$ cat src/rtl/srtf_pkg.sv
// Shared types and defaults for the SRTF job scheduler.
// Used by srtf_cell and srtf_job_scheduler_unit; no dependencies.
package srtf_pkg;

  localparam int JOB_SLOTS_DEF  = 16;
  localparam int BURST_BITS_DEF = 8;
  localparam int TIME_BITS_DEF  = 16;

  // one-cycle commands broadcast from the controller to every cell
  typedef struct packed {
    logic arrive;   // load a new job into the addressed cell
    logic restamp;  // give the addressed cell a fresh order stamp
    logic run;      // the addressed cell runs for one time unit
  } cmd_t;

  // serial-number compare: a is older than b
  function automatic logic older(input logic [31:0] a, input logic [31:0] b);
    logic [31:0] d;
    d = b - a;
    return (d != 32'd0) && !d[31];
  endfunction

endpackage

$ cat src/rtl/srtf_cell.sv
// One job slot of the scheduler plus one stage of the selection chain.
// Depends on srtf_pkg (cmd_t, older).
module srtf_cell import srtf_pkg::*; #(
  parameter int INDEX      = 0,
  parameter int SLOT_W     = 4,
  parameter int BURST_BITS = BURST_BITS_DEF,
  parameter int TIME_BITS  = TIME_BITS_DEF
) (
  input  logic                  clk,
  input  logic                  rst,
  input  cmd_t                  cmd,
  input  logic [SLOT_W-1:0]     cmd_slot,
  input  logic [BURST_BITS-1:0] wr_burst,
  input  logic [TIME_BITS-1:0]  wr_time,
  input  logic [31:0]           wr_seq,
  input  logic                  c_valid_in,
  input  logic [SLOT_W-1:0]     c_slot_in,
  input  logic [BURST_BITS-1:0] c_rem_in,
  input  logic [31:0]           c_order_in,
  input  logic [TIME_BITS-1:0]  c_arr_in,
  input  logic [BURST_BITS-1:0] c_burst_in,
  output logic                  c_valid_out,
  output logic [SLOT_W-1:0]     c_slot_out,
  output logic [BURST_BITS-1:0] c_rem_out,
  output logic [31:0]           c_order_out,
  output logic [TIME_BITS-1:0]  c_arr_out,
  output logic [BURST_BITS-1:0] c_burst_out,
  output logic                  busy
);

  logic [BURST_BITS-1:0] rem;
  logic [BURST_BITS-1:0] bst;
  logic [TIME_BITS-1:0]  arr;
  logic [31:0]           ord;
  logic                  hit;
  logic                  take;

  assign hit = (cmd_slot == SLOT_W'(INDEX));

  // this slot beats the candidate handed in from the left
  assign take = busy && (!c_valid_in || (rem < c_rem_in) ||
                         ((rem == c_rem_in) && older(ord, c_order_in)));

  always_ff @(posedge clk) begin
    if (rst) begin
      busy <= 1'b0;
    end else if (hit) begin
      if (cmd.arrive) begin
        busy <= 1'b1;
      end else if (cmd.run && rem == BURST_BITS'(1)) begin
        busy <= 1'b0;
      end
    end
  end

  always_ff @(posedge clk) begin
    if (hit && cmd.arrive) begin
      rem <= wr_burst;
      bst <= wr_burst;
      arr <= wr_time;
      ord <= wr_seq;
    end else if (hit && cmd.restamp) begin
      ord <= wr_seq;
    end else if (hit && cmd.run) begin
      rem <= rem - BURST_BITS'(1);
    end
  end

  always_ff @(posedge clk) begin
    if (rst) begin
      c_valid_out <= 1'b0;
    end else begin
      c_valid_out <= c_valid_in || busy;
    end
  end

  always_ff @(posedge clk) begin
    if (take) begin
      c_slot_out  <= SLOT_W'(INDEX);
      c_rem_out   <= rem;
      c_order_out <= ord;
      c_arr_out   <= arr;
      c_burst_out <= bst;
    end else begin
      c_slot_out  <= c_slot_in;
      c_rem_out   <= c_rem_in;
      c_order_out <= c_order_in;
      c_arr_out   <= c_arr_in;
      c_burst_out <= c_burst_in;
    end
  end

endmodule

$ cat src/rtl/srtf_job_scheduler_unit.sv
// Shortest-remaining-time-first scheduler: controller, cell row, result register.
// Depends on srtf_pkg and srtf_cell.
//
// Each job slot lives in a cell; the cells form a registered chain that passes the
// best candidate so far one cell per cycle; a tick steps through accept, restamp, the
// sweep through the chain and the result, and an arrival through accept and result.
// One transaction is handled at a time; a result waits in the output register while
// the downstream side stalls. Ties on remaining time go to the oldest order stamp;
// the job that ran last is restamped at the next tick.
module srtf_job_scheduler_unit import srtf_pkg::*; #(
  parameter int JOB_SLOTS  = JOB_SLOTS_DEF,
  parameter int BURST_BITS = BURST_BITS_DEF,
  parameter int TIME_BITS  = TIME_BITS_DEF
) (
  input  logic        clk,
  input  logic        rst,
  input  logic        in_valid,
  output logic        in_stall,
  input  logic        func,
  input  logic [3:0]  job_slot,
  input  logic [7:0]  burst_len,
  output logic        out_valid,
  input  logic        out_stall,
  output logic        accepted,
  output logic        ran_valid,
  output logic [3:0]  ran_slot,
  output logic        finished,
  output logic [15:0] done_time,
  output logic [15:0] turnaround,
  output logic [15:0] waiting
);

  localparam int SLOT_W = $clog2(JOB_SLOTS);
  localparam int WIDE   = TIME_BITS + BURST_BITS;

  localparam logic [2:0] ST_IDLE  = 3'd0;
  localparam logic [2:0] ST_ARR   = 3'd1;
  localparam logic [2:0] ST_PREP  = 3'd2;
  localparam logic [2:0] ST_SWEEP = 3'd3;
  localparam logic [2:0] ST_DONE  = 3'd4;

  logic [2:0]            state;
  logic [SLOT_W-1:0]     cnt;
  logic [3:0]            item_slot;
  logic [7:0]            item_burst;
  logic [TIME_BITS-1:0]  time_now;
  logic [31:0]           seq;
  logic                  last_valid;
  logic [SLOT_W-1:0]     last_slot;

  logic                  c_valid [JOB_SLOTS+1];
  logic [SLOT_W-1:0]     c_slot  [JOB_SLOTS+1];
  logic [BURST_BITS-1:0] c_rem   [JOB_SLOTS+1];
  logic [31:0]           c_order [JOB_SLOTS+1];
  logic [TIME_BITS-1:0]  c_arr   [JOB_SLOTS+1];
  logic [BURST_BITS-1:0] c_burst [JOB_SLOTS+1];
  logic [JOB_SLOTS-1:0]  busy_vec;

  cmd_t                  cmd;
  logic [SLOT_W-1:0]     cmd_slot;
  logic [SLOT_W+3:0]     slot_ext;
  logic [SLOT_W-1:0]     item_idx;
  logic                  slot_ok;
  logic [15:0]           burst_ext;
  logic [BURST_BITS-1:0] burst_w;
  logic                  arr_ok;
  logic                  out_free;
  logic                  res_load;
  logic                  tail_fin;
  logic [TIME_BITS-1:0]  turn_t;
  logic [WIDE-1:0]       wait_wide;
  logic [SLOT_W+3:0]     ran_ext;
  logic [TIME_BITS+15:0] done_ext;
  logic [TIME_BITS+15:0] turn_ext;
  logic [WIDE+15:0]      wait_ext;

  assign in_stall  = (state != ST_IDLE);
  assign out_free  = !out_valid || !out_stall;
  assign res_load  = out_free && (state == ST_ARR || state == ST_DONE);

  assign slot_ext  = {{SLOT_W{1'b0}}, item_slot};
  assign item_idx  = slot_ext[SLOT_W-1:0];
  assign slot_ok   = slot_ext < (SLOT_W+4)'(JOB_SLOTS);
  assign burst_ext = {8'd0, item_burst};
  assign burst_w   = burst_ext[BURST_BITS-1:0];
  assign arr_ok    = slot_ok && !busy_vec[item_idx] && (burst_w != '0);

  // chain tail holds the winner once the sweep has run through every cell
  assign tail_fin  = c_valid[JOB_SLOTS] && (c_rem[JOB_SLOTS] == BURST_BITS'(1));
  assign turn_t    = time_now - c_arr[JOB_SLOTS];
  assign wait_wide = {{BURST_BITS{1'b0}}, turn_t} - {{TIME_BITS{1'b0}}, c_burst[JOB_SLOTS]};
  assign ran_ext   = {4'd0, c_slot[JOB_SLOTS]};
  assign done_ext  = {16'd0, time_now};
  assign turn_ext  = {16'd0, turn_t};
  assign wait_ext  = {16'd0, {BURST_BITS{1'b0}}, wait_wide[TIME_BITS-1:0]};

  always_comb begin
    cmd      = '0;
    cmd_slot = c_slot[JOB_SLOTS];
    case (state)
      ST_ARR: begin
        cmd_slot   = item_idx;
        cmd.arrive = out_free && arr_ok;
      end
      ST_PREP: begin
        cmd_slot    = last_slot;
        cmd.restamp = last_valid;
      end
      ST_DONE: begin
        cmd.run = out_free && c_valid[JOB_SLOTS];
      end
      default: begin
        cmd = '0;
      end
    endcase
  end

  assign c_valid[0] = 1'b0;
  assign c_slot[0]  = '0;
  assign c_rem[0]   = '0;
  assign c_order[0] = '0;
  assign c_arr[0]   = '0;
  assign c_burst[0] = '0;

  for (genvar i = 0; i < JOB_SLOTS; i++) begin : g_cell
    srtf_cell #(
      .INDEX      (i),
      .SLOT_W     (SLOT_W),
      .BURST_BITS (BURST_BITS),
      .TIME_BITS  (TIME_BITS)
    ) u_cell (
      .clk         (clk),
      .rst         (rst),
      .cmd         (cmd),
      .cmd_slot    (cmd_slot),
      .wr_burst    (burst_w),
      .wr_time     (time_now),
      .wr_seq      (seq),
      .c_valid_in  (c_valid[i]),
      .c_slot_in   (c_slot[i]),
      .c_rem_in    (c_rem[i]),
      .c_order_in  (c_order[i]),
      .c_arr_in    (c_arr[i]),
      .c_burst_in  (c_burst[i]),
      .c_valid_out (c_valid[i+1]),
      .c_slot_out  (c_slot[i+1]),
      .c_rem_out   (c_rem[i+1]),
      .c_order_out (c_order[i+1]),
      .c_arr_out   (c_arr[i+1]),
      .c_burst_out (c_burst[i+1]),
      .busy        (busy_vec[i])
    );
  end

  always_ff @(posedge clk) begin
    if (in_valid && !in_stall) begin
      item_slot  <= job_slot;
      item_burst <= burst_len;
    end
  end

  always_ff @(posedge clk) begin
    if (rst) begin
      state      <= ST_IDLE;
      cnt        <= '0;
      time_now   <= '0;
      seq        <= '0;
      last_valid <= 1'b0;
      last_slot  <= '0;
      out_valid  <= 1'b0;
    end else begin
      if (res_load) begin
        out_valid <= 1'b1;
      end else if (out_valid && !out_stall) begin
        out_valid <= 1'b0;
      end
      case (state)
        ST_IDLE: begin
          if (in_valid) begin
            state <= func ? ST_PREP : ST_ARR;
          end
        end
        ST_ARR: begin
          if (out_free) begin
            if (arr_ok) begin
              seq <= seq + 32'd1;
            end
            state <= ST_IDLE;
          end
        end
        ST_PREP: begin
          if (last_valid) begin
            seq <= seq + 32'd1;
          end
          time_now <= time_now + TIME_BITS'(1);
          cnt      <= '0;
          state    <= ST_SWEEP;
        end
        ST_SWEEP: begin
          cnt <= cnt + SLOT_W'(1);
          if (cnt == SLOT_W'(JOB_SLOTS - 1)) begin
            state <= ST_DONE;
          end
        end
        ST_DONE: begin
          if (out_free) begin
            last_valid <= c_valid[JOB_SLOTS] && !tail_fin;
            last_slot  <= c_slot[JOB_SLOTS];
            state      <= ST_IDLE;
          end
        end
        default: begin
          state <= ST_IDLE;
        end
      endcase
    end
  end

  // result payload
  always_ff @(posedge clk) begin
    if (state == ST_ARR && out_free) begin
      accepted   <= arr_ok;
      ran_valid  <= 1'b0;
      ran_slot   <= '0;
      finished   <= 1'b0;
      done_time  <= '0;
      turnaround <= '0;
      waiting    <= '0;
    end else if (state == ST_DONE && out_free) begin
      accepted  <= 1'b0;
      ran_valid <= c_valid[JOB_SLOTS];
      ran_slot  <= c_valid[JOB_SLOTS] ? ran_ext[3:0] : 4'd0;
      finished  <= tail_fin;
      if (tail_fin) begin
        done_time  <= done_ext[15:0];
        turnaround <= turn_ext[15:0];
        waiting    <= wait_ext[15:0];
      end else begin
        done_time  <= '0;
        turnaround <= '0;
        waiting    <= '0;
      end
    end
  end

  a_fin_has_run: assert property (@(posedge clk) disable iff (rst)
    out_valid |-> (!finished || ran_valid))
    else $error("finished reported without a job having run");

  a_kind_exclusive: assert property (@(posedge clk) disable iff (rst)
    out_valid |-> !(accepted && ran_valid))
    else $error("result marks both an arrival and a tick");

  a_seq_step: assert property (@(posedge clk) disable iff (rst)
    ##1 ((seq == $past(seq)) || (seq == $past(seq) + 32'd1)))
    else $error("sequence counter moved by more than one");

  a_fin_clears_last: assert property (@(posedge clk) disable iff (rst)
    (state == ST_DONE && out_free && tail_fin) |=> !last_valid)
    else $error("finished job still marked as last run");

  a_restamp_busy: assert property (@(posedge clk) disable iff (rst)
    (state == ST_PREP && last_valid) |-> busy_vec[last_slot])
    else $error("restamp aimed at a free slot");

endmodule
$ cat config.mk
export PLATFORM = sky130hd
export DESIGN_NAME = srtf_job_scheduler_unit
export DESIGN_NICKNAME = d
export VERILOG_FILES = /design/src/rtl/srtf_pkg.sv /design/src/rtl/srtf_cell.sv /design/src/rtl/srtf_job_scheduler_unit.sv
export SDC_FILE = /design/constraint.sdc
export NUM_CORES = 2
export LEC_CHECK = 0
export BUFFER_PORTS_ARGS = -buffer_cell sky130_fd_sc_hd__clkbuf_2
export CORE_MARGIN = 2
export CORE_UTILIZATION = 50
export DETAILED_ROUTE_END_ITERATION = 6
export PLACE_DENSITY = 0.68
export SYNTH_ARGS = -nofsm -noshare
export SYNTH_HDL_FRONTEND = slang
export SYNTH_SLANG_ARGS = --single-unit
$ cat constraint.sdc
create_clock -name clk -period 4.5 [get_ports clk]
set_input_delay 0 -clock clk [delete_from_list [all_inputs] [get_ports clk]]
set_output_delay 0 -clock clk [all_outputs]
set_load 0.005 [all_outputs]
==> flow_metrics.py <==
metrics = {
    "timing": {
        "fin_crit_sh_pct": 98.1,
        "hold_violations": 0,
        "layout_setup_ws_ps": 85.3,
        "maxSlewViolCount": 0,
        "hold_slack_ps": 135,
        "max_clock_freq_mhz": 227,
        "period_needed_ps": 4410,
        "clock_skew_ps": 95.2,
        "slew_headroom_pct": 22.9,
        "setup_viol": 0,
        "tns_ps": 0,
        "rsz0062_at_grt": "true",
        "tightest_slew_ps": 1150,
    },
    "worst_setup_path": {
        "required_ps": 5230,
        "reg2reg_depth": 17,
        "cp-start-kind": "flip-flop",
        "regToRegEndpoint": "g_cell[1].u_cell.c_order_out[2]$_DFF_P_",
        "endpoint_kind": "flip-flop",
        "rr_startpoint": "g_cell[1].u_cell.ord[0]$_DFFE_PP_",
        "crit_fanout": 23,
        "regToRegSetupSlack_ps": 90,
        "cp_data_arrival_time_ps": 5140,
        "critPathKind": "reg2reg",
    },
    "global_routing": {
        "gr-total-overflow": 0,
        "grt_pass1_vias": 75400,
        "grt_max_degree": 70,
        "antenna_found_initial": 16,
        "grt_usage_pct": 26.6,
        "grt_pass1_wl_um": 451000,
    },
    "synthesis": {
        "ys_warn_count": 0,
        "synth_common_cells": "1188 x dfxtp_1, 1037 x edfxtp_1, 895 x mux2_2",
        "synthArstFlopShare_pct": 0,
        "yosys_register_bits": 2225,
        "synth_ff_type": "dfxtp_1",
        "synth_area_leader_cell": "edfxtp_1",
        "synthCells": 9879,
        "netlist_top_cells_area": "edfxtp_1 29%, dfxtp_1 22%, mux2_2 9.4%",
        "syn_area_um2": 108000,
        "synth_seq_area_share_pct": 51.0,
        "syn_nets": 10600,
        "synth-edff-count": 1037,
        "synth_top_area_share_pct": 28.9,
        "synth_most_common_cell": "dfxtp_1",
        "syn_avg_cell_area_um2": 10.9,
        "synth_cell_types": 103,
    },
    "placement": {
        "placed_cells": 12800,
        "dpl.hpwl_um": 212000,
        "dp_slack_ps": -525,
        "port_buffers": 73,
        "gp_congestion": 0.901,
        "placed_area_um2": 113000,
    },
    "clock_tree": {
        "cts.sinks": 2225,
        "numCtsBuffers": 223,
        "cts-root-buf": "clkbuf_16",
        "h-tree-depth": 4,
        "cts_buffer_depth": 3,
        "clkTransAtPathRegs_ps": 60,
        "clk_latency_ps": 930,
        "cts_tree": "yes",
    },
    "worst_hold_path": {
        "hp-start": "out_stall",
        "hold_depth": 4,
        "min_to": "out_valid$_SDFFE_PP0P_",
        "hold_class": "in2reg",
    },
    "cells_and_area": {
        "final_util_pct": 57.3,
        "n_fill_cell": 18000,
        "drive_above_1_share_pct": 18.6,
        "layoutNonFillerInstCount": 13300,
        "post-route-cell-area_um2": 123000,
        "fin_nets": 10900,
        "syn2layout_area_growth_pct": 14.0,
    },
    "job": {
        "drv_cap": 0,
    },
    "floorplanning": {
        "design.die.area_um2": 219000,
        "start_util_pct": 50.2,
        "rows": 170,
        "die_h_um": 468,
        "core_area_um2": 214000,
        "die_w_um": 468,
        "ios": 74,
    },
    "route": {
        "dr.pass1.iters": 6,
        "routedWlPerCell_um": 22.7,
        "dr.first_iter.drc_count": 6639,
        "vias_per_cell": 5.82,
        "drc": 0,
        "drtAntennaViolNets": 0,
        "wirelength_um": 302000,
        "vias": 77300,
    },
    "power_and_ir_drop": {
        "power_density_nw_per_um2": 473,
        "power_mw": 58.1,
        "ir_drop_v": 0.000438,
        "p_leak_nw": 50.8,
    },
    "outcome": {
        "outcome": "completed",
    },
}
what timing repair did:
| item | CTS | global route |
|---|---|---|
| hold buffers | 32 | 0 |
| pin swaps | 18 | 41 |
| endpoints found under the hold margin | 93 | 0 |
| cloned | 3 | 19 |
| gates resized for setup | 43 | 102 |
| buffers inserted | 11 | 14 |
| setup endpoints to repair | 310 | 797 |
registers in the layout (all words and copies together) (netlist names), 32 cells and up:
| register | flops |
|---|---|
| g_cell.u_cell.ord | 512 |
| g_cell.u_cell.c_order_out | 480 |
| g_cell.u_cell.arr | 256 |
| g_cell.u_cell.c_arr_out | 256 |
| g_cell.u_cell.bst | 128 |
| g_cell.u_cell.c_burst_out | 128 |
| g_cell.u_cell.c_rem_out | 128 |
| g_cell.u_cell.rem | 128 |
| g_cell.u_cell.c_slot_out | 49 |
| seq | 32 |
cell families after synthesis:
family	synth area share (%)
adders and majority gates	7.79
DFF	51.0
muxes	10.4
and+or+nand+nor	11.1
xor gates and xnor gates	3.03
buffers and inverters	4.22
AOI/OAI and AO/OA	12.5
worst max path at each step:
| stage | start | to | slack (ps) | cells past startpoint |
|---|---|---|---|---|
| 4_1_cts | g_cell[6].u_cell.ord[0]$_DFFE_PP_ | g_cell[6].u_cell.c_rem_out[3]$_DFF_P_ | -5 | 18 |
| 3_3_place_gp | g_cell[5].u_cell.c_order_out[0]$_DFF_P_ | g_cell[6].u_cell.c_arr_out[7]$_DFF_P_ | -610 | 18 |
| 3_5_place_dp | g_cell[5].u_cell.c_order_out[0]$_DFF_P_ | g_cell[6].u_cell.c_arr_out[13]$_DFF_P_ | -530 | 18 |
| 5_1_grt | g_cell[6].u_cell.ord[0]$_DFFE_PP_ | g_cell[6].u_cell.c_order_out[9]$_DFF_P_ | -50 | 17 |
| 2_1_floorplan | g_cell[14].u_cell.ord[0]$_DFFE_PP_ | g_cell[14].u_cell.c_arr_out[10]$_DFF_P_ | 230 | 15 |
| 6_report | g_cell[1].u_cell.ord[0]$_DFFE_PP_ | g_cell[1].u_cell.c_order_out[2]$_DFF_P_ | 90 | 17 |
cell type report:
cell class | count | area, µm² | area share (%)
Sequential cell | 2225 | 54900 | 44.7
Multi-Input combinational cell | 6484 | 49100 | 40.0
Clock buffer | 287 | 6140 | 5.00
Timing Repair Buffer | 476 | 4200 | 3.42
Tap cell | 2838 | 3550 | 2.89
Inverter | 831 | 3120 | 2.54
Clock inverter | 140 | 1750 | 1.43
Antenna cell | 6 | 15.0 | 0.0122
routing by layer:
layer	up-vias	track usage, %	part of all wire [%]	wire length, µm
met5	-	0	0	0
met4	0	9.73	3.7	11100
met3	538	3.03	5.6	17000
met2	2418	43.6	47	141000
met1	37700	36.3	44	133000
li1	36700	-	-	-
layout by cell type (no fill, tap or decap), types with 54 or more instances in the layout:
cell type,count
mux2i_1,83
buf_4,311
xnor2_1,214
a21oi_1,649
a31oi_1,79
and3_1,71
a211oi_1,56
nand2_1,504
nand3_1,212
and2_1,109
edfxtp_1,1037
mux2_2,891
o21bai_1,58
a21o_1,151
nor4_1,74
nor2b_1,79
o21ai_0,364
o21a_1,106
clkbuf_2,72
ha_1,639
clkinv_2,54
nor2_1,614
o211ai_1,74
clkbuf_16,240
nand4_1,141
xor2_1,155
nand2b_1,116
inv_1,830
nor3_1,155
dfxtp_1,1180
where the power goes:
group          switching (mW)  internal (mW)  total (mW)  leakage [nW]
sequential              0.963           22.7        23.7          19.5
clock                    8.32           11.2        19.6          3.83
combinational            8.30           6.53        14.8          27.5
total                    17.6           40.5        58.1          50.8
critical path: stages (launching register included):
cell and delay [ps]:
edfxtp_1 430, ha_2 240, fa_2 350, nand2b_4 150
a211o_4 350, a211o_1 330, nand3_1 120, xor2_1 60
or4_1 550, nor4_1 190, buf_4 170, o2111ai_4 100
a2111oi_4 370, buf_4 210, a211oi_4 50, buf_12 140
buf_12 160, mux2_2 280
No activity file was read; power rests on OpenSTA's default activity.
